**src/rtl/assert_macros.svh**
```systemverilog
// Assertion macros for the RTL of the radix digit converter.
`ifndef ASSERT_MACROS_SVH
`define ASSERT_MACROS_SVH

`ifndef SYNTHESIS

// Expression must hold at every clock edge outside reset.
`define RDC_ASSERT_ALWAYS(lbl, clk, rst_n, expr, msg) \
	lbl: assert property (@(posedge clk) disable iff (!rst_n) (expr)) else $error(msg);

// Antecedent implies consequent in the same cycle.
`define RDC_ASSERT_IMPLY(lbl, clk, rst_n, ante, cons, msg) \
	lbl: assert property (@(posedge clk) disable iff (!rst_n) (ante) |-> (cons)) \
		else $error(msg);

// Antecedent implies consequent in the following cycle.
`define RDC_ASSERT_NEXT(lbl, clk, rst_n, ante, cons, msg) \
	lbl: assert property (@(posedge clk) disable iff (!rst_n) (ante) |=> (cons)) \
		else $error(msg);

`else

`define RDC_ASSERT_ALWAYS(lbl, clk, rst_n, expr, msg)
`define RDC_ASSERT_IMPLY(lbl, clk, rst_n, ante, cons, msg)
`define RDC_ASSERT_NEXT(lbl, clk, rst_n, ante, cons, msg)

`endif

`endif

```
**src/rtl/rdc_pkg.sv**
```systemverilog
// Types, constants, microcode program and digit alphabet of the radix digit converter.
`default_nettype none

package rdc_pkg;

	localparam int VALUE_WIDTH_DEF = 64;
	localparam int MAX_DIGITS_DEF  = 64;

	localparam int S_TDATA_W = 72;
	localparam int M_TDATA_W = 8;
	localparam int VALUE_W   = 64;
	localparam int BASE_W    = 6;
	localparam int DIGIT_W   = 6;
	localparam int CHAR_W    = 8;
	localparam int STEP_W    = 4;

	localparam logic [BASE_W-1:0] BASE_MIN = 6'd2;
	localparam logic [BASE_W-1:0] BASE_MAX = 6'd62;

	localparam logic [CHAR_W-1:0] CHAR_ZERO = 8'h30;
	localparam logic [CHAR_W-1:0] CHAR_UC_A = 8'h41;
	localparam logic [CHAR_W-1:0] CHAR_LC_A = 8'h61;

	typedef logic [2:0] rdc_op_t;
	localparam rdc_op_t OP_NONE  = 3'd0;
	localparam rdc_op_t OP_LOAD  = 3'd1;
	localparam rdc_op_t OP_DIV   = 3'd2;
	localparam rdc_op_t OP_STORE = 3'd3;
	localparam rdc_op_t OP_DEC   = 3'd4;
	localparam rdc_op_t OP_EMIT  = 3'd5;
	localparam rdc_op_t OP_ERR   = 3'd6;

	typedef logic [2:0] rdc_cond_t;
	localparam rdc_cond_t COND_NEVER       = 3'd0;
	localparam rdc_cond_t COND_ALWAYS      = 3'd1;
	localparam rdc_cond_t COND_NO_INPUT    = 3'd2;
	localparam rdc_cond_t COND_BAD_BASE    = 3'd3;
	localparam rdc_cond_t COND_DIV_MORE    = 3'd4;
	localparam rdc_cond_t COND_MORE_DIGITS = 3'd5;
	localparam rdc_cond_t COND_OUT_BUSY    = 3'd6;
	localparam rdc_cond_t COND_CNT_NZ      = 3'd7;

	typedef struct packed {
		rdc_op_t            op;
		rdc_cond_t          cond;
		logic [STEP_W-1:0]  target;
	} rdc_uword_t;

	typedef struct packed {
		logic in_valid;
		logic bad_base;
		logic div_more;
		logic more_digits;
		logic out_busy;
		logic cnt_nz;
	} rdc_status_t;

	// Step addresses; all but STEP_LAST are targets that the program jumps to.
	localparam logic [STEP_W-1:0] STEP_LOAD  = 4'd0;
	localparam logic [STEP_W-1:0] STEP_DIV   = 4'd2;
	localparam logic [STEP_W-1:0] STEP_DEC   = 4'd4;
	localparam logic [STEP_W-1:0] STEP_EMIT  = 4'd6;
	localparam logic [STEP_W-1:0] STEP_ERR   = 4'd9;
	localparam logic [STEP_W-1:0] STEP_LAST  = 4'd10;

	// The control program. A taken condition jumps to target, otherwise the
	// step counter advances by one.
	function automatic rdc_uword_t ucode_rom(input logic [STEP_W-1:0] step);
		rdc_uword_t w;
		case (step)
			4'd0:    w = '{op: OP_LOAD,  cond: COND_NO_INPUT,    target: STEP_LOAD};
			4'd1:    w = '{op: OP_NONE,  cond: COND_BAD_BASE,    target: STEP_ERR};
			4'd2:    w = '{op: OP_DIV,   cond: COND_DIV_MORE,    target: STEP_DIV};
			4'd3:    w = '{op: OP_STORE, cond: COND_MORE_DIGITS, target: STEP_DIV};
			4'd4:    w = '{op: OP_DEC,   cond: COND_NEVER,       target: STEP_LOAD};
			4'd5:    w = '{op: OP_NONE,  cond: COND_NEVER,       target: STEP_LOAD};
			4'd6:    w = '{op: OP_EMIT,  cond: COND_OUT_BUSY,    target: STEP_EMIT};
			4'd7:    w = '{op: OP_NONE,  cond: COND_CNT_NZ,      target: STEP_DEC};
			4'd8:    w = '{op: OP_NONE,  cond: COND_ALWAYS,      target: STEP_LOAD};
			4'd9:    w = '{op: OP_ERR,   cond: COND_OUT_BUSY,    target: STEP_ERR};
			4'd10:   w = '{op: OP_NONE,  cond: COND_ALWAYS,      target: STEP_LOAD};
			default: w = '{op: OP_NONE,  cond: COND_ALWAYS,      target: STEP_LOAD};
		endcase
		return w;
	endfunction

	// Maps a digit to its character; the letter ranges swap with lcf.
	function automatic logic [CHAR_W-1:0] digit_to_ascii(input logic [DIGIT_W-1:0] d,
			input logic lcf);
		logic [CHAR_W-1:0] first_a;
		logic [CHAR_W-1:0] second_a;
		logic [CHAR_W-1:0] dx;
		first_a  = lcf ? CHAR_LC_A : CHAR_UC_A;
		second_a = lcf ? CHAR_UC_A : CHAR_LC_A;
		dx       = {2'b00, d};
		if (d < 6'd10) begin
			return CHAR_ZERO + dx;
		end else if (d < 6'd36) begin
			return first_a + dx - 8'd10;
		end else if (d < 6'd62) begin
			return second_a + dx - 8'd36;
		end else begin
			return second_a + dx - 8'd62;
		end
	endfunction

endpackage

`default_nettype wire

```
**src/rtl/rdc_ram.sv**
```systemverilog
// Generic single-write, single-read RAM with registered read data.
`default_nettype none

module rdc_ram #(
	parameter int WIDTH = 8,
	parameter int DEPTH = 64
) (
	input  wire logic                     clk,
	input  wire logic                     we,
	input  wire logic [$clog2(DEPTH)-1:0] waddr,
	input  wire logic [WIDTH-1:0]         wdata,
	input  wire logic [$clog2(DEPTH)-1:0] raddr,
	output      logic [WIDTH-1:0]         rdata
);

	logic [WIDTH-1:0] mem_q [DEPTH];

	always_ff @(posedge clk) begin
		if (we) begin
			mem_q[waddr] <= wdata;
		end
		rdata <= mem_q[raddr];
	end

endmodule

`default_nettype wire

```
**src/rtl/rdc_seq.sv**
```systemverilog
// Microcode sequencer: step counter, program table and jump condition select.
`default_nettype none

module rdc_seq (
	input  wire logic                clk,
	input  wire logic                arst_n,
	input  wire rdc_pkg::rdc_status_t status,
	output      rdc_pkg::rdc_op_t    op
);

	logic [rdc_pkg::STEP_W-1:0] step_q;
	rdc_pkg::rdc_uword_t        uword;
	logic                       take;

	assign uword = rdc_pkg::ucode_rom(step_q);
	assign op    = uword.op;

	always_comb begin
		case (uword.cond)
			rdc_pkg::COND_NEVER:       take = 1'b0;
			rdc_pkg::COND_ALWAYS:      take = 1'b1;
			rdc_pkg::COND_NO_INPUT:    take = !status.in_valid;
			rdc_pkg::COND_BAD_BASE:    take = status.bad_base;
			rdc_pkg::COND_DIV_MORE:    take = status.div_more;
			rdc_pkg::COND_MORE_DIGITS: take = status.more_digits;
			rdc_pkg::COND_OUT_BUSY:    take = status.out_busy;
			rdc_pkg::COND_CNT_NZ:      take = status.cnt_nz;
			default:                   take = 1'b1;
		endcase
	end

	always_ff @(posedge clk or negedge arst_n) begin
		if (!arst_n) begin
			step_q <= rdc_pkg::STEP_LOAD;
		end else if (take) begin
			step_q <= uword.target;
		end else begin
			step_q <= step_q + 1'b1;
		end
	end

endmodule

`default_nettype wire

```
**src/rtl/rdc_dpath.sv**
```systemverilog
// Datapath: bit-serial divider, digit store, digit counter and output register.
`default_nettype none

module rdc_dpath #(
	parameter int VALUE_WIDTH = rdc_pkg::VALUE_WIDTH_DEF,
	parameter int MAX_DIGITS  = rdc_pkg::MAX_DIGITS_DEF
) (
	input  wire logic                              clk,
	input  wire logic                              arst_n,
	input  wire rdc_pkg::rdc_op_t                  op,
	input  wire logic                              in_valid,
	input  wire logic [VALUE_WIDTH-1:0]            in_value,
	input  wire logic [rdc_pkg::BASE_W-1:0]        in_base,
	input  wire logic                              lower_case_first,
	input  wire logic                              out_ready,
	output      logic                              out_valid,
	output      logic [rdc_pkg::CHAR_W-1:0]        out_char,
	output      logic                              out_last,
	output      logic                              out_error,
	output      rdc_pkg::rdc_status_t              status
);

	localparam int AW  = $clog2(MAX_DIGITS);
	localparam int CW  = $clog2(MAX_DIGITS + 1);
	localparam int BCW = $clog2(VALUE_WIDTH);
	localparam int DW  = rdc_pkg::DIGIT_W;

	logic [VALUE_WIDTH-1:0]     q_q;
	logic [DW-1:0]              r_q;
	logic [rdc_pkg::BASE_W-1:0] base_q;
	logic [BCW-1:0]             bit_q;
	logic [CW-1:0]              cnt_q;

	logic [DW:0]   r_shift;
	logic [DW:0]   r_diff;
	logic          r_ge;
	logic [DW-1:0] r_next;
	logic          stall;
	logic          ram_we;
	logic [DW-1:0] ram_rdata;

	// One restoring division step: shift in the next dividend bit, subtract if it fits.
	assign r_shift = {r_q, q_q[VALUE_WIDTH-1]};
	assign r_ge    = r_shift >= {1'b0, base_q};
	assign r_diff  = r_shift - {1'b0, base_q};
	assign r_next  = r_ge ? r_diff[DW-1:0] : r_shift[DW-1:0];

	assign stall  = out_valid && !out_ready;
	assign ram_we = (op == rdc_pkg::OP_STORE);

	assign status.in_valid    = in_valid;
	assign status.bad_base    = (base_q < rdc_pkg::BASE_MIN) || (base_q > rdc_pkg::BASE_MAX);
	assign status.div_more    = bit_q != BCW'(VALUE_WIDTH - 1);
	assign status.more_digits = (q_q != '0) && (cnt_q < CW'(MAX_DIGITS - 1));
	assign status.out_busy    = stall;
	assign status.cnt_nz      = cnt_q != '0;

	rdc_ram #(
		.WIDTH (DW),
		.DEPTH (MAX_DIGITS)
	) u_store (
		.clk   (clk),
		.we    (ram_we),
		.waddr (cnt_q[AW-1:0]),
		.wdata (r_q),
		.raddr (cnt_q[AW-1:0]),
		.rdata (ram_rdata)
	);

	always_ff @(posedge clk or negedge arst_n) begin
		if (!arst_n) begin
			bit_q <= '0;
			cnt_q <= '0;
		end else begin
			case (op)
				rdc_pkg::OP_LOAD: begin
					if (in_valid) begin
						bit_q <= '0;
						cnt_q <= '0;
					end
				end
				rdc_pkg::OP_DIV: begin
					bit_q <= bit_q + 1'b1;
				end
				rdc_pkg::OP_STORE: begin
					bit_q <= '0;
					cnt_q <= cnt_q + 1'b1;
				end
				rdc_pkg::OP_DEC: begin
					cnt_q <= cnt_q - 1'b1;
				end
				default: begin
				end
			endcase
		end
	end

	always_ff @(posedge clk) begin
		case (op)
			rdc_pkg::OP_LOAD: begin
				if (in_valid) begin
					q_q    <= in_value;
					base_q <= in_base;
					r_q    <= '0;
				end
			end
			rdc_pkg::OP_DIV: begin
				q_q <= {q_q[VALUE_WIDTH-2:0], r_ge};
				r_q <= r_next;
			end
			rdc_pkg::OP_STORE: begin
				r_q <= '0;
			end
			default: begin
			end
		endcase
	end

	always_ff @(posedge clk or negedge arst_n) begin
		if (!arst_n) begin
			out_valid <= 1'b0;
		end else if ((op == rdc_pkg::OP_EMIT || op == rdc_pkg::OP_ERR) && !stall) begin
			out_valid <= 1'b1;
		end else if (out_ready) begin
			out_valid <= 1'b0;
		end
	end

	always_ff @(posedge clk) begin
		if (op == rdc_pkg::OP_EMIT && !stall) begin
			out_char  <= rdc_pkg::digit_to_ascii(ram_rdata, lower_case_first);
			out_last  <= cnt_q == '0;
			out_error <= 1'b0;
		end else if (op == rdc_pkg::OP_ERR && !stall) begin
			out_char  <= '0;
			out_last  <= 1'b1;
			out_error <= 1'b1;
		end
	end

endmodule

`default_nettype wire

```
**src/rtl/radix_digit_converter.sv**
```systemverilog
// Each digit costs one pass of the bit-serial divider, one dividend bit per cycle, and a store
// of the remainder; the digits are then emitted, waiting while the output is held back. A new
// word is taken only once the previous word's digits have all been passed to the output register.
// A word with a bad base yields one error word.
// Reset (arst_n low, asynchronous) returns the sequencer to its wait step, empties the output
// register and clears the letter order; the digit store keeps its contents.
`default_nettype none

`include "assert_macros.svh"

module radix_digit_converter #(
	parameter int VALUE_WIDTH = rdc_pkg::VALUE_WIDTH_DEF,
	parameter int MAX_DIGITS  = rdc_pkg::MAX_DIGITS_DEF
) (
	input  wire logic                          clk,
	input  wire logic                          arst_n,

	input  wire logic                          cfg_wen,
	input  wire logic                          cfg_wdata,   // lower_case_first

	input  wire logic                          s_tvalid,
	output      logic                          s_tready,
	// [63:0] value, [69:64] base, [71:70] zero
	input  wire logic [rdc_pkg::S_TDATA_W-1:0] s_tdata,

	output      logic                          m_tvalid,
	input  wire logic                          m_tready,
	// [7:0] digit_char
	output      logic [rdc_pkg::M_TDATA_W-1:0] m_tdata,
	output      logic                          m_tlast,
	// [0] error
	output      logic                          m_tuser
);

	// The letter order register. The user must write it only while the converter is idle (the block
	// does not enforce this), so the datapath reads it directly when it forms each character.
	logic lower_case_first_q;

	always_ff @(posedge clk or negedge arst_n) begin
		if (!arst_n) begin
			lower_case_first_q <= 1'b0;
		end else if (cfg_wen) begin
			lower_case_first_q <= cfg_wdata;
		end
	end

	rdc_pkg::rdc_op_t     op;
	rdc_pkg::rdc_status_t status;
	logic [rdc_pkg::CHAR_W-1:0] out_char;

	// Input words are taken only in the program's load step. The output register
	// is separate, so a new word can be accepted while the final digit of the
	// previous one still waits on the master side.
	assign s_tready = (op == rdc_pkg::OP_LOAD);

	// The sequencer walks the control program: load, a base check that may branch to the error
	// step, a divide loop of one step per dividend bit and a store of the remainder for each
	// digit, then a read-out loop that walks the digit store from the most significant digit down.
	rdc_seq u_seq (
		.clk    (clk),
		.arst_n (arst_n),
		.status (status),
		.op     (op)
	);

	// The datapath holds the running quotient and remainder, the digit store and
	// its fill count, and the output register.
	rdc_dpath #(
		.VALUE_WIDTH (VALUE_WIDTH),
		.MAX_DIGITS  (MAX_DIGITS)
	) u_dpath (
		.clk              (clk),
		.arst_n           (arst_n),
		.op               (op),
		.in_valid         (s_tvalid),
		.in_value         (s_tdata[VALUE_WIDTH-1:0]),
		.in_base          (s_tdata[rdc_pkg::VALUE_W +: rdc_pkg::BASE_W]),
		.lower_case_first (lower_case_first_q),
		.out_ready        (m_tready),
		.out_valid        (m_tvalid),
		.out_char         (out_char),
		.out_last         (m_tlast),
		.out_error        (m_tuser),
		.status           (status)
	);

	assign m_tdata = out_char;

	// An error word carries no character and closes its conversion.
	`RDC_ASSERT_IMPLY(a_err_word, clk, arst_n, m_tvalid && m_tuser, m_tlast && m_tdata == '0, "error word malformed")
	// A digit word is always a printable character, never NUL.
	`RDC_ASSERT_IMPLY(a_digit_char, clk, arst_n, m_tvalid && !m_tuser, m_tdata != '0, "digit word holds NUL")
	// After taking a word the sequencer leaves the load step.
	`RDC_ASSERT_NEXT(a_one_load, clk, arst_n, s_tvalid && s_tready, !s_tready, "second word taken at once")

endmodule

`default_nettype wire
```
**config.mk**
```make
export PLATFORM = sky130hd
export DESIGN_NAME = radix_digit_converter
export DESIGN_NICKNAME = d
export VERILOG_FILES = /design/src/rtl/rdc_pkg.sv /design/src/rtl/rdc_ram.sv /design/src/rtl/rdc_seq.sv /design/src/rtl/rdc_dpath.sv /design/src/rtl/radix_digit_converter.sv
export VERILOG_INCLUDE_DIRS = /design/src /design/src/rtl
export SDC_FILE = /design/constraint.sdc
export NUM_CORES = 1
export LEC_CHECK = 0
export ABC_CLOCK_PERIOD_IN_PS = 6500
export BUFFER_PORTS_ARGS = -buffer_cell sky130_fd_sc_hd__clkbuf_2
export CAP_MARGIN = 20
export CORE_UTILIZATION = 40
export CTS_CLUSTER_DIAMETER = 60
export CTS_CLUSTER_SIZE = 24
export DETAILED_ROUTE_END_ITERATION = 6
export PLACE_DENSITY = 0.55
export REMOVE_ABC_BUFFERS = 1
export SYNTH_ARGS = -nofsm -noshare
export SYNTH_HDL_FRONTEND = slang
export SYNTH_HIERARCHICAL = 1
export SYNTH_SLANG_ARGS = --single-unit
```
**constraint.sdc**
```tcl
create_clock -name clk -period 6.5 [get_ports clk]
set_input_delay 0.975 -clock clk [delete_from_list [all_inputs] [get_ports clk]]
set_output_delay 0.975 -clock clk [all_outputs]
set_load 0.05 [all_outputs]
```
==> Word-level counts from Yosys, hierarchy flattened <==
Memories as Yosys holds them, arrays and structs flattened. A register that Yosys moved wholly into a read port is not among the register bits.
Index checks and enable logic that the tools add are counted.
{ "word_totals": {"ff_bits": 105, "latchBits": 0, "ram_bits": 384, "mem_bits_ro": 160, "input_bits": 78, "out_inout_bits": 12, "word_cells": 92, "memories": 2} }
{ "mem_list": {"columns": ["memory", "words", "width", "read_ports", "rd_ports_with_merged_regs", "wr", "line_no", "source"], "rows": [
  ["u_dpath.u_store.mem_q", 64, 6, 1, 1, 1, "rdc_ram.sv:16", "logic [WIDTH-1:0] mem_q [DEPTH];"],
  ["(no name shown)", 16, 10, 1, 0, 0, "rdc_pkg.sv:70", "case (step)"]
]} }
{ "classes": {"addsub": 11, "n_mul": 0, "div_mod_pow": 0, "order_cmp": 7, "n_eq_ne": 15, "shifts": 0, "muxes": 23, "n_bitwise": 0, "reduce_logical": 23} }
{ "op_table": {"columns": ["cell", "n"], "rows": [
  ["64-bit case mux with 2 select lines", 1],
  ["64-bit 2-to-1 mux", 1],
  ["64-bit nonzero test", 1],
  ["8-bit 2-to-1 mux", 5],
  ["6-bit case mux with 3 select lines", 2],
  ["6-bit 2-to-1 mux", 4],
  ["3-bit equality test, second input constant", 7],
  ["7-bit case mux with 3 select lines", 1],
  ["8-bit by 6-bit adder with 8-bit output", 2],
  ["8-bit by 6-bit subtractor with 8-bit output, second input constant", 2],
  ["3-bit by 2-bit equality test with 1-bit output, second input constant", 4],
  ["6-bit less-than comparator, second input constant", 2],
  ["1-bit case mux with 8 select lines", 1],
  ["2-bit AND reduction", 4],
  ["8-bit by 4-bit subtractor with 8-bit output, second input constant", 1],
  ["6-bit by 6-bit adder with 7-bit output, first input constant", 1],
  ["7-bit by 1-bit adder with 7-bit output, second input constant", 1],
  ["7-bit by 6-bit >= comparator with 1-bit output", 1],
  ["7-bit zero test", 1],
  ["7-bit by 6-bit less-than comparator with 1-bit output, second input constant", 1],
  ["7-bit 2-to-1 mux", 1],
  ["7-bit nonzero test", 1],
  ["7-bit by 1-bit subtractor with 7-bit output, second input constant", 1],
  ["6-bit by 1-bit adder with 6-bit output, second input constant", 1],
  ["16 further kinds", 32]
]} }

==> Depth between registers and ports, before layout <==
Gate-level depths: netlist of the first run.
{ "depth": {"depth_word": 7, "mapped_depth": 13, "ltp_nobuf": 12} }

==> Hierarchy <==
Netlist of the first run, hierarchy kept.
{ "by_module_without_submodules": {"columns": ["module", "n_inst", "cells_each", "area_per_inst_um2", "seq_area_each_um2"], "rows": [
  ["rdc_ram", 1, 720, 15225.9, 11651.2],
  ["rdc_dpath", 1, 592, 5683.0, 2922.8],
  ["rdc_seq", 1, 46, 436.7, 100.1],
  ["radix_digit_converter", 1, 3, 47.5, 25.0]
]} }

==> Worst setup path before layout of the first run <==
Ideal clock, no wire load.
{ "synth_timing": {"path_kind": "register to output", "start": "reg u_seq/step_q[1] (netlist name)", "end": "out s_tready", "arrival_time_ns": 2.379, "required_time_ns": 5.525, "setup_slack_ns": 3.146, "path_stages_with_launch": 5, "path_buffers": 0, "cell_sequence": "dfrtp_1 -> ha_1 -> nand2_1 -> a21oi_1 -> nor3b_1"} }
{ "synth_between": {"elab_chain_cells": 2} }
{ "synth_rtl": {"columns": ["item", "line_no", "source"], "rows": [
  ["from (decl)", "rdc_seq.sv:11", "logic [rdc_pkg::STEP_W-1:0] step_q;"],
  ["from (signal assigned)", "rdc_seq.sv:34", "step_q <= rdc_pkg::STEP_LOAD;"],
  ["from (signal assigned)", "rdc_seq.sv:36", "step_q <= uword.target;"],
  ["from (signal assigned)", "rdc_seq.sv:38", "step_q <= step_q + 1'b1;"],
  ["memory read 16 x 10 bit", null, null],
  ["via op[0]", "radix_digit_converter.sv:47", "rdc_pkg::rdc_op_t op;"],
  ["3-bit by 1-bit equality test with 1-bit output", "radix_digit_converter.sv:54", "assign s_tready = (op == rdc_pkg::OP_LOAD);"],
  ["to (decl)", "radix_digit_converter.sv:22", "output logic s_tready,"]
]} }
The timed path passes the listed nets, and every way through them passes these cells.

==> Worst setup path in the final report of the first run <==
{ "layout_timing": {"start": "reg u_seq/step_q[0] (netlist name)", "end": "reg u_dpath.q_q[15], enable pin"} }
{ "layout_between": {"elab_chain_cells": 4, "elab_cells_between_ends": 6, "classes_between": "3 x eq/ne; 2 x reduce/logical; 1 x memory"} }
{ "layout_rtl": {"columns": ["item", "line_no", "source"], "rows": [
  ["memory read 16 x 10 bit (*)", null, null],
  ["via op[0]", "radix_digit_converter.sv:47", null],
  ["3-bit by 1-bit equality test with 1-bit output or 3-bit by 2-bit equality test with 1-bit output (tied branches)", "rdc_dpath.sv:99", "case (op)"],
  ["2-bit inequality test (no line) or 2-bit nonzero test (tied branches)", null, null],
  ["2-bit AND reduction (no line) (*)", null, null],
  ["to (signal assigned)", "rdc_dpath.sv:102", "q_q <= in_value;"],
  ["to (signal assigned)", "rdc_dpath.sv:108", "q_q <= {q_q[VALUE_WIDTH-2:0], r_ge};"],
  ["to (decl)", "rdc_dpath.sv:28", "logic [VALUE_WIDTH-1:0] q_q;"]
]} }
Mark *: on every way through the listed nets, which the timed path passes. The rest lies on a longest branch.
A chain may end at the register's enable or synchronous reset.

==> out/qor.yml, run 1 <==
share_of_flip_flops_with_an_asynchronous_set_or_reset_pct: 3.84
gr-max-usage-layer: "met2"
yosys_register_bits: 495
number_of_placed_instances_taps_included: 2084
fillCellCount: 4579
timing.hold.worst.class: "input port to asynchronous set/reset pin"
synth_area_sq_mm: 0.0214
post-route-min-period_ps: 3910
clock_path_buffers: 3
cts_setup_buffers: 0
grt_pass1_wl_um: 70600
initial_core_utilization_pct: 40.6
count_of_flip_flops_with_a_built_in_enable_after_synthesis: 469
cap_violations: 0
p_sw_mw: 3.90
skew_ps: 25.7
worst_ep_arrival_time_ps: 4120
synth-warning-count: 6
setup.worst_path.class: "flop to flop"
io_pins: 90
synth_sequential_area_ratio_pct: 68.7
tritoncts.num_buffers: 39
synth_top_area_share_pct: 65.8
grt_use_met2_pct: 28.9
drv_slew: 0
status: "complete, no violations"
diodes: 0
power-per-cell-area_mw_per_mm2: 460
number_of_different_library_cells_in_the_post_synthesis_netlist: 74
power_switching_share_pct: 35.6
setup-violations-final: 0
instances_no_fill: 2157
route.final.wire_length_um: 46400
antenna_violating_nets_post_route: 0
area_growth_syn_to_layout_pct: 11.4
hold_buffers: 0
use_met1_pct: 23.6
syn-mean-instance-area_sq_um: 15.7
clkSlewWorstSetupHoldPaths_ps: 70
max-vdd-ir-drop_mv: 0.254
die_w_um: 233
vias: 11628
overflow: 0
remaining_drc_errors: 0
synth.top_cells.by_area: "sky130_fd_sc_hd__edfxtp_1, sky130_fd_sc_hd__mux4_2, sky130_fd_sc_hd__nand2_1"
critical_path.startpoint: "u_seq/step_q[0]"
worst_setup_ep_type: "flop"
grt_start_max_net_pins: 70
power.clock.fraction_pct: 23.8
synth-main-ff-cell: "sky130_fd_sc_hd__edfxtp_1"
finalSetupTns_ps: 0
comb_power_share_pct: 33.3
route.detailed.wl_per_inst_um: 21.5
cts.root.buffer_cell: "sky130_fd_sc_hd__clkbuf_16"
timing.critical_path.from_type: "flop"
yosys.area.top_type: "sky130_fd_sc_hd__edfxtp_1"
grt_antenna_before_repair: 0
regArea_sq_mm: 0.0147
p_seq_share_pct: 42.9
rsz0062_at_grt: "no"
reg2reg_setup_slack_ps: 2590
max_freq_mhz: 256
cts_tree: "built"
port_buffers: 87
hpwlAfterDp_um: 29200
core_sq_mm: 0.0527
worst-endpoint-required_ps: 6710
drive_gt1_share_pct: 20.5
max-slew-margin-rel_pct: 26.0
die_h_um: 233
synth.top_cells.by_count: "sky130_fd_sc_hd__edfxtp_1, sky130_fd_sc_hd__nand2_1, sky130_fd_sc_hd__nor2_1, sky130_fd_sc_hd__mux4_2, sky130_fd_sc_hd__ha_1"
rr_worst_depth: 8
floorplan.die_area_sq_mm: 0.0544
cts.htree.levels: 2
p_int_mw: 7.06
grt_usage_pct: 17.3
synth_cells: 1361
post-synth-top-count-cell: "sky130_fd_sc_hd__edfxtp_1"
final_hold_viols: 0
number_of_standard_cell_rows_in_the_floorplan: 84
multi_input_comb_area_sq_mm: 0.00617
worstPathMaxFanout: 38
number_of_global_route_vias_before_repair: 11734
avgViaCountPerCell: 5.39
gr-usage-met3_pct: 2.47
dr.first_iter.drc_count: 946
layout.nets: 1555
post_cts_resized: 0
detail_route.first_pass.iterations: 5
clock_sink_count: 495
min_period_over_period_pct: 60.1
clock_latency_ps: 580
p_leak_nw: 8.11
place.gp.congestion: 0.805
worst-slew-pin-transition_ps: 1100
crit-reg2reg-launch: "u_seq/step_q[0]"
==> critical path, cell delays in order (launching register included) <==
cell and delay, ps:
sky130_fd_sc_hd__dfrtp_1 520, sky130_fd_sc_hd__inv_1 80, sky130_fd_sc_hd__ha_1 300, sky130_fd_sc_hd__nand2_1 50, sky130_fd_sc_hd__a21oi_1 410, sky130_fd_sc_hd__nand2b_1 200, sky130_fd_sc_hd__nor3b_2 720, sky130_fd_sc_hd__or2_2 670
sky130_fd_sc_hd__buf_4 560
==> metrics by stage <==
step           cell area, sq um  total power [mW]  hold WS [ps]  setup WS (ps)  util, %
5_1_grt                   23800              11.6           396           2270     45.3
2_1_floorplan             21000              7.39           460            919        -
3_5_place_dp              22400              8.49           481           2520     42.6
3_3_place_gp              22400              8.41           474           2660     42.6
4_1_cts                   23800              11.1           359           2520     45.3
6_report                  23800              11.0           373           2590     45.3
==> kinds of logic after synthesis <==
| kind of cell | after synthesis | share of synthesized area, % |
|---|---|---|
| simple gates | 442 | 9.31 |
| buf+inv | 97 | 2.46 |
| fa+ha+maj | 38 | 2.33 |
| compound gates | 134 | 4.29 |
| xor+xnor | 25 | 1.11 |
| flops | 495 | 68.7 |
| mux | 130 | 11.8 |
==> final timing paths <==
check / end
worst min register to register: u_dpath/bit_q[0]
max in group asynchronous: u_dpath/cnt_q[0]
worst max register to register: u_dpath/q_q[15]
worst max-delay path: u_dpath/q_q[15]
min in group clk: u_dpath/bit_q[0]
worst min-delay path: u_seq/step_q[0]
==> power by group through the flow <==
stage               Sequential [mW]  Clock [mW]  Combinational [mW]
finish                         4.71        2.61                3.65
global route                   4.77        2.79                4.04
CTS                            4.71        2.69                3.73
detailed placement             4.78           0                3.72
global placement               4.77           0                3.64
floorplan                      5.09           0                2.30
==> metal layers <==
metal	routed length, um	vias up
met3	1640	64
met1	20600	5975
met2	23100	204
met5	0	-
met4	1010	0
li1	-	5385
==> layout by cell type, fill, tap and decap left out, types with 7 or more instances in the layout <==
master                      instances
sky130_fd_sc_hd__a211oi_1          10
sky130_fd_sc_hd__a21oi_1           27
sky130_fd_sc_hd__buf_4             17
sky130_fd_sc_hd__clkbuf_16         41
sky130_fd_sc_hd__clkbuf_2          87
sky130_fd_sc_hd__dfrtp_1           16
sky130_fd_sc_hd__dfxtp_1            7
sky130_fd_sc_hd__edfxtp_1         469
sky130_fd_sc_hd__ha_1              35
sky130_fd_sc_hd__inv_1             29
sky130_fd_sc_hd__inv_6             10
sky130_fd_sc_hd__mux2_2            10
sky130_fd_sc_hd__mux2i_1           24
sky130_fd_sc_hd__mux4_2            87
sky130_fd_sc_hd__nand2_1          225
sky130_fd_sc_hd__nand2b_1          13
sky130_fd_sc_hd__nand3_1           21
sky130_fd_sc_hd__nand4_1           13
sky130_fd_sc_hd__nor2_1            90
sky130_fd_sc_hd__nor2b_1           13
sky130_fd_sc_hd__nor3_1            11
sky130_fd_sc_hd__nor4_1            18
sky130_fd_sc_hd__o21ai_0           18
sky130_fd_sc_hd__o21ai_1            9
sky130_fd_sc_hd__o221ai_1           9
sky130_fd_sc_hd__o22ai_1           16
sky130_fd_sc_hd__xnor2_1           13
sky130_fd_sc_hd__xor2_1            11
==> flip-flops by register name, summed over array words and instances (netlist names) <==
signal / flops
u_dpath/r_q: 6
u_dpath/u_store/mem_q: 384
u_dpath/u_store/rdata: 6
lower_case_first_q: 1
u_dpath/base_q: 6
u_dpath/out_last: 1
u_dpath/bit_q: 6
u_dpath/out_char: 8
u_dpath/cnt_q: 7
u_seq/step_q: 4
u_dpath/out_valid: 1
u_dpath/out_error: 1
u_dpath/q_q: 64
==> layout make-up <==
cell class              count  share of cell area (%)
flip-flops and latches    495                    61.7
multi-input cells         769                    25.9
well taps                 688                    3.61
repair buffers            105                    2.38
clock buffers              42                    4.36
clock inverters            29                    1.59
inverters                  29                   0.457
Power figures use the tool's default switching activity.
==> run 2, diff against run 1 <==
ABC_AREA = 1   (was unset)
ABC_CLOCK_PERIOD_IN_PS = 3300   (was 6500)
PLACE_DENSITY = 0.57   (was 0.55)
clock period = 3.3 ns   (was 6.5 ns; I/O delays follow)
==> run 2 against run 1 <==
- core utilization up 0.24 points
- setup slack got worse by 2300 ps
- first-iteration DRC count increased by 35%
- sequential cell count unchanged
- die area grew 3.1%
- area after synthesis rose by 3.1%
- cell count up 34%
- final area grew 3.3%
==> out/qor.yml, run 2 <==
vias: 15162  # was 11628
max-slew-margin-rel_pct: 42.7  # was 26.0%
fin_hold_ws_ps: 109  # was 373 ps
post-route-min-period_ps: 3030  # was 3910 ps
synth_compound_gate_area_share_pct: 1.92  # was 4.29%
worst-slew-pin-transition_ps: 860  # was 1100 ps
synth_top_area_share_pct: 63.9  # was 65.8%
cap_violations: 0  # unchanged
max_flop_register: "u_dpath/u_store/mem_q"  # unchanged
clock_sink_count: 495  # unchanged
path_cells: "inv_1 > ha_1 > inv_1 > nor2_4 > nand2_1 > nand2_1 > nand2_2 > nor2_1 > buf_4 > nand4_1 > nor4_1 > buf_4"  # was inv_1 > ha_1 > nand2_1 > a21oi_1 > nand2b_1 > nor3b_2 > or2_2 > buf_4
synth-warning-count: 6  # unchanged
clock_latency_ps: 570  # was 580 ps
yosys.area.top_type: "sky130_fd_sc_hd__edfxtp_1"  # unchanged
post-synth-top-count-cell: "sky130_fd_sc_hd__nand2_1"  # was sky130_fd_sc_hd__edfxtp_1
instances_no_fill: 2900  # was 2157
worst_setup_ep_type: "flop"  # unchanged
remaining_drc_errors: 0  # unchanged
synth_top_family_by_area: "simple AND/OR/NAND/NOR gates"  # was multiplexers
clkSlewWorstSetupHoldPaths_ps: 70  # about the same
number_of_placed_instances_taps_included: 2831  # was 2084
critical_path.slowest_cell: "sky130_fd_sc_hd__dfrtp_1"  # was sky130_fd_sc_hd__nor3b_2
min_period_over_period_pct: 91.9  # was 60.1%
yosys.area_share.xor_xnor_pct: 0.437  # was 1.11%
detail_route.first_pass.iterations: 5  # unchanged
number_of_standard_cell_rows_in_the_floorplan: 85  # was 84
hpwlAfterDp_um: 33500  # was 29200 um
grt_usage_pct: 19.2  # was 17.3%
area_growth_syn_to_layout_pct: 11.7  # was 11.4%
grt_start_max_net_pins: 79  # was 70
mux_cell_area_share_after_synthesis_pct: 0  # was 11.8%
worst-endpoint-required_ps: 3570  # was 6710 ps
port_buffers: 87  # unchanged
tritoncts.num_buffers: 38  # was 39
layout.cell_area.non_filler_sq_mm: 0.0246  # was 0.0238 sq mm
dr.first_iter.drc_count: 1275  # was 946
synth.top_cells.by_count: "sky130_fd_sc_hd__nand2_1, sky130_fd_sc_hd__edfxtp_1, sky130_fd_sc_hd__nand3_1, sky130_fd_sc_hd__nor2_1, sky130_fd_sc_hd__inv_1"  # was sky130_fd_sc_hd__edfxtp_1, sky130_fd_sc_hd__nand2_1, sky130_fd_sc_hd__nor2_1, sky130_fd_sc_hd__mux4_2, sky130_fd_sc_hd__ha_1
share_of_flip_flops_with_an_asynchronous_set_or_reset_pct: 3.84  # unchanged
floorplan.die_area_sq_mm: 0.0561  # was 0.0544 sq mm
synth-simple-area-share_pct: 24.6  # was 9.31%
rsz0062_at_grt: "yes"  # was no
initial_core_utilization_pct: 40.7  # was 40.6%
largestRegisters: "u_dpath/u_store/mem_q: 384 flops, u_dpath/q_q: 64 flops, u_dpath/out_char: 8 flops"  # unchanged
finalSetupTns_ps: 0  # unchanged
timing.hold.worst.class: "input port to flop"  # was input port to asynchronous set/reset pin
worstHoldStart: "s_tdata[65]"
synth_cells: 2092  # was 1361
cts_tree: "built"  # unchanged
grt_pass1_wl_um: 83400  # was 70600 um
status: "complete, no violations"  # unchanged
power-per-cell-area_mw_per_mm2: 902  # was 460 mW/mm^2
route.final.wire_length_um: 53300  # was 46400 um
final_common_cell: "sky130_fd_sc_hd__nand2_1"  # was sky130_fd_sc_hd__edfxtp_1
drv_slew: 0  # unchanged
synth_area_sq_mm: 0.0221  # was 0.0214 sq mm
antenna_violating_nets_post_route: 0  # unchanged
drive_gt1_share_pct: 11.3  # was 20.5%
worstPathMaxFanout: 10  # was 38
worst_ep_arrival_time_ps: 3300  # was 4120 ps
clock_path_buffers: 3  # unchanged
synth_sequential_area_ratio_pct: 66.7  # was 68.7%
most_frequent_cells_in_the_layout: "sky130_fd_sc_hd__nand2_1, sky130_fd_sc_hd__edfxtp_1, sky130_fd_sc_hd__nand3_1, sky130_fd_sc_hd__nor2_1, sky130_fd_sc_hd__clkbuf_2"  # was sky130_fd_sc_hd__edfxtp_1, sky130_fd_sc_hd__nand2_1, sky130_fd_sc_hd__nor2_1, sky130_fd_sc_hd__clkbuf_2, sky130_fd_sc_hd__mux4_2
die_w_um: 237  # was 233 um
setup.worst_path.class: "flop to flop"  # unchanged
io_pins: 90  # unchanged
skew_ps: 26.2  # was 25.7 ps
overflow: 0  # unchanged
cts_setup_buffers: 0  # unchanged
number_of_global_route_vias_before_repair: 14959  # was 11734
max-vdd-ir-drop_mv: 0.676  # was 0.254 mV
layout.nets: 2292  # was 1555
yosys_register_bits: 495  # unchanged
syn-mean-instance-area_sq_um: 10.5  # was 15.7 sq um
route.detailed.wl_per_inst_um: 18.4  # was 21.5 um
report.power.total_mw: 22.2  # was 11.0 mW
final_hold_viols: 0  # unchanged
synth.top_cells.by_area: "sky130_fd_sc_hd__edfxtp_1, sky130_fd_sc_hd__nand2_1, sky130_fd_sc_hd__nand3_1"  # was sky130_fd_sc_hd__edfxtp_1, sky130_fd_sc_hd__mux4_2, sky130_fd_sc_hd__nand2_1
grt_antenna_before_repair: 0  # unchanged
setup-violations-final: 0  # unchanged
place_area_sq_mm: 0.0233  # was 0.0224 sq mm
p_leak_nw: 9.57  # was 8.11 nW
cts.root.buffer_cell: "sky130_fd_sc_hd__clkbuf_16"  # unchanged
flip_flop_count_of_the_largest_register_all_copies_and_words_added: 384  # unchanged
crit_path_max_incr_delay_ps: 500  # was 720 ps
die_h_um: 237  # was 233 um
avgViaCountPerCell: 5.23  # was 5.39
count_of_flip_flops_with_a_built_in_enable_after_synthesis: 469  # unchanged
critical_path.startpoint: "u_seq/step_q[1]"  # was u_seq/step_q[0]
critical_path_buffers_and_inverters: 4  # was 2
timing.critical_path.from_type: "flop"  # unchanged
diodes: 0  # unchanged
synth-main-ff-cell: "sky130_fd_sc_hd__edfxtp_1"  # unchanged
place.gp.congestion: 0.871  # was 0.805
cpLargestDelayFamily: "simple AND/OR/NAND/NOR gates"  # unchanged
max_freq_mhz: 330  # was 256 MHz
post_synth_fa_ha_maj_area_fraction_pct: 2.26  # was 2.33%
crit-reg2reg-launch: "u_seq/step_q[1]"  # was u_seq/step_q[0]
number_of_different_library_cells_in_the_post_synthesis_netlist: 46  # was 74
core_sq_mm: 0.0541  # was 0.0527 sq mm
cts.htree.levels: 2  # unchanged
-- run 2: cell count changes in the layout (fill, tap and decap cells not counted), moves of 13 or more --
cell,before,now
sky130_fd_sc_hd__nand2_1,225,760
sky130_fd_sc_hd__o22ai_1,16,3
sky130_fd_sc_hd__mux4_2,87,0
sky130_fd_sc_hd__nor2b_1,13,0
sky130_fd_sc_hd__buf_4,17,54
sky130_fd_sc_hd__mux2i_1,24,0
sky130_fd_sc_hd__inv_1,29,84
sky130_fd_sc_hd__nand3_1,21,357
sky130_fd_sc_hd__nand2b_1,13,0
-- run 2: worst paths after layout --
check / cells after the start / slack [ps] / to
max: 12 / 270 / u_dpath/u_store/mem_q[50][1]
min: 1 / 110 / u_dpath/base_q[1]
max reg2reg: 12 / 270 / u_dpath/u_store/mem_q[50][1]
min reg2reg: 2 / 470 / u_dpath/out_error
max in group asynchronous: 2 / 2450 / u_dpath/cnt_q[0]
min in group asynchronous: 2 / 450 / u_dpath/out_valid
-- run 2: stage by stage --
step | worst slack [ps] | utilization, %
floorplan | -3520 | -
global route | -3.83 | 45.5
global placement | 342 | 43.1
detailed placement | 236 | 43.1
finish | 267 | 45.5
CTS | 225 | 45.5
-- run 2: cells by family (layout without fill, tap and decap cells) --
logic type,after synthesis,count (layout)
flops,495,495
buf+inv,198,310
simple gates,1278,1278
fa+ha+maj,38,38
xor+xnor,11,11
compound gates,72,72
-- run 2: timing repair --
| action | in CTS | in global routing |
|---|---|---|
| resized for setup | 0 | 2 |
| hold buffers | 1 | 0 |
| endpoints found under the setup margin | 0 | 11 |
| endpoints found under the hold margin | 19 | 0 |
-- run 2: final cells by class --
class | count | area, sq um
clock buffers | 41 | 983
clock inverters | 27 | 289
fillers | 4985 | 29500
inverters | 95 | 362
multi-input cells | 1399 | 6470
flip-flops and latches | 495 | 14700
well taps | 696 | 871
repair buffers | 147 | 951
-- run 2: power breakdown --
group | leakage, nW | internal (mW) | switching [mW]
logic | 4.37 | 2.21 | 6.00
registers | 4.58 | 8.66 | 0.585
clock network | 0.621 | 2.38 | 2.40
total | 9.57 | 13.2 | 8.99
-- run 2: layer usage --
layer / global-route usage (%) / routed length [um] / vias to the layer above
met3: 2.73 / 2530 / 80
li1: - / - / 7369
met4: 5.82 / 1330 / 0
met2: 31.9 / 25800 / 353
met1: 26.2 / 23600 / 7360
met5: 0 / 0 / -
==> run 3, diff against run 2 <==
ABC_CLOCK_PERIOD_IN_PS = 3400   (was 3300)
PLACE_DENSITY = 0.55   (was 0.57)
clock period = 3.4 ns   (was 3.3 ns; I/O delays follow)
==> run 3 against run 2 <==
- setup slack improved by 28 ps
- via count fell by 0.57%
- highest routed layer unchanged
- global-route usage barely moved
- register-to-register slack improved by 30 ps
==> out/qor.yml, run 3 (synthesized netlist as in run 2, its figures left out) <==
status: "complete, no violations"  # unchanged
drv_slew: 0  # unchanged
fillCellCount: 5065  # was 4985
final_hold_viols: 0  # unchanged
cpLargestDelayFamily: "simple AND/OR/NAND/NOR gates"  # unchanged
grt_antenna_before_repair: 2  # was 0
flip_flop_count_of_the_largest_register_all_copies_and_words_added: 384  # unchanged
route.final.wire_length_um: 53600  # was 53300 um
vias: 15076  # was 15162
die_w_um: 237  # unchanged
max_freq_mhz: 322  # was 330 MHz
clock_latency_ps: 570  # about the same
skew_ps: 20.4  # was 26.2 ps
place.gp.congestion: 0.856  # was 0.871
floorplan.die_area_sq_mm: 0.0561  # unchanged
cap_violations: 0  # unchanged
hpwlAfterDp_um: 33300  # was 33500 um
largestRegisters: "u_dpath/u_store/mem_q: 384 flops, u_dpath/q_q: 64 flops, u_dpath/out_char: 8 flops"  # unchanged
worst_ep_arrival_time_ps: 3300  # about the same
power-per-cell-area_mw_per_mm2: 887  # was 902 mW/mm^2
cts_tree: "built"  # unchanged
worst-endpoint-required_ps: 3600  # was 3570 ps
critical_path_buffers_and_inverters: 2  # was 4
core_sq_mm: 0.0541  # unchanged
timing.hold.worst.class: "input port to flop"  # unchanged
setup-violations-final: 0  # unchanged
post-route-min-period_ps: 3100  # was 3030 ps
port_buffers: 87  # unchanged
clock_sink_count: 495  # unchanged
finalSetupTns_ps: 0  # unchanged
setup.worst_path.class: "flop to flop"  # unchanged
cts_setup_buffers: 0  # unchanged
final_common_cell: "sky130_fd_sc_hd__nand2_1"  # unchanged
overflow: 0  # unchanged
die_h_um: 237  # unchanged
io_pins: 90  # unchanged
grt_start_max_net_pins: 108  # was 79
dr.first_iter.drc_count: 1061  # was 1275
cts.root.buffer_cell: "sky130_fd_sc_hd__clkbuf_16"  # unchanged
clock_path_buffers: 3  # unchanged
route.detailed.wl_per_inst_um: 18.5  # was 18.4 um
multi_input_comb_area_sq_mm: 0.00647  # about the same
antenna_violating_nets_post_route: 0  # unchanged
remaining_drc_errors: 0  # unchanged
max-slew-margin-rel_pct: 42.2  # was 42.7%
avgViaCountPerCell: 5.21  # was 5.23
cts.htree.levels: 2  # unchanged
area_growth_syn_to_layout_pct: 12.1  # was 11.7%
timing.critical_path.from_type: "flop"  # unchanged
worst-slew-pin-transition_ps: 866  # was 860 ps
number_of_global_route_vias_before_repair: 14551  # was 14959
initial_core_utilization_pct: 40.7  # unchanged
drive_gt1_share_pct: 11.1  # was 11.3%
crit_path_max_incr_delay_ps: 480  # was 500 ps
max-vdd-ir-drop_mv: 0.569  # was 0.676 mV
p_leak_nw: 9.58  # was 9.57 nW
min_period_over_period_pct: 91.3  # was 91.9%
regArea_sq_mm: 0.0147  # unchanged
worst_setup_ep_type: "flop"  # unchanged
number_of_standard_cell_rows_in_the_floorplan: 85  # unchanged
most_frequent_cells_in_the_layout: "sky130_fd_sc_hd__nand2_1, sky130_fd_sc_hd__edfxtp_1, sky130_fd_sc_hd__nand3_1, sky130_fd_sc_hd__nor2_1, sky130_fd_sc_hd__clkbuf_2"  # unchanged
grt_pass1_wl_um: 83200  # was 83400 um
layout.nets: 2285  # was 2292
critical_path.slowest_cell: "sky130_fd_sc_hd__dfrtp_1"  # unchanged
final_util_pct: 45.7  # was 45.5%
detail_route.first_pass.iterations: 5  # unchanged
tritoncts.num_buffers: 41  # was 38
worstPathMaxFanout: 7  # was 10
max_flop_register: "u_dpath/u_store/mem_q"  # unchanged
clkSlewWorstSetupHoldPaths_ps: 80  # was 70 ps
path_cells: "ha_1 > inv_1 > nor2_4 > nand2_1 > nand2_1 > nand2_2 > nor2_1 > nand4_1 > buf_4 > nor2_1"  # was inv_1 > ha_1 > inv_1 > nor2_4 > nand2_1 > nand2_1 > nand2_2 > nor2_1 > buf_4 > nand4_1 > nor4_1 > buf_4
grt_usage_pct: 19.3  # was 19.2%
-- run 3: layout make-up --
type	count	share of cell area [%]
Tap cell	696	3.52
Timing Repair Buffer	137	3.64
Multi-Input combinational cell	1399	26.2
Clock buffer	43	4.18
Antenna cell	2	0.0202
Clock inverter	29	1.53
Sequential cell	495	59.5
Inverter	95	1.46
-- run 3: layer usage --
metal,up-vias,part of all wire [%],track usage [%]
met1,7329,44,25.5
met2,319,49,32.7
met5,-,0,0
met3,77,4.3,2.98
li1,7351,-,-
met4,0,2.2,5.59
-- run 3: worst reg2reg max path: cells and delay by family (launching register included) --
| kind | cells | cell delay [ps] |
|---|---|---|
| buf+inv | 2 | 350 |
| fa+ha+maj | 1 | 190 |
| simple gates | 7 | 1700 |
| flops | 1 | 480 |
-- run 3: through the flow --
| stage | power [mW] | setup slack [ps] | cells | hold WS [ps] | instance area [sq um] |
|---|---|---|---|---|---|
| 2_1_floorplan | 14.3 | -3420 | 1989 | 214 | 21500 |
| 3_5_place_dp | 17.1 | 287 | 2821 | 460 | 23300 |
| 6_report | 21.9 | 295 | 2896 | 131 | 24700 |
| 5_1_grt | 23.4 | -26.7 | 2896 | 99.8 | 24700 |
| 4_1_cts | 22.1 | 252 | 2894 | 98.1 | 24700 |
| 3_3_place_gp | 17.0 | 350 | 2821 | 456 | 23300 |
-- run 3: where the power goes --
part           internal (mW)  switching (mW)  total, mW  leakage, nW
logic                   2.14            5.84       7.99         4.33
clock network           2.53            2.45       4.98        0.679
registers               8.42           0.558       8.97         4.58
total                   13.1            8.86       21.9         9.58
-- run 3: worst paths after layout --
path | cells after the start | start | to | slack (ps)
setup reg to reg | 10 | u_seq/step_q[0] | u_dpath/u_store/mem_q[0][0] | 300
setup / recovery | 10 | u_seq/step_q[0] | u_dpath/u_store/mem_q[0][0] | 300
hold reg to reg | 2 | u_dpath/out_error | u_dpath/out_error | 460
min in group asynchronous | 2 | arst_n | u_dpath/cnt_q[5] | 430
max in group asynchronous | 2 | arst_n | u_dpath/cnt_q[0] | 2590
hold / removal | 1 | s_tdata[69] | u_dpath/base_q[5] | 130
-- run 3: repair_timing --
item / CTS / global route
gates resized for setup: 0 / 1
hold endpoints to repair: 19 / 0
hold buffers: 1 / 0
endpoints found under the setup margin: 0 / 2
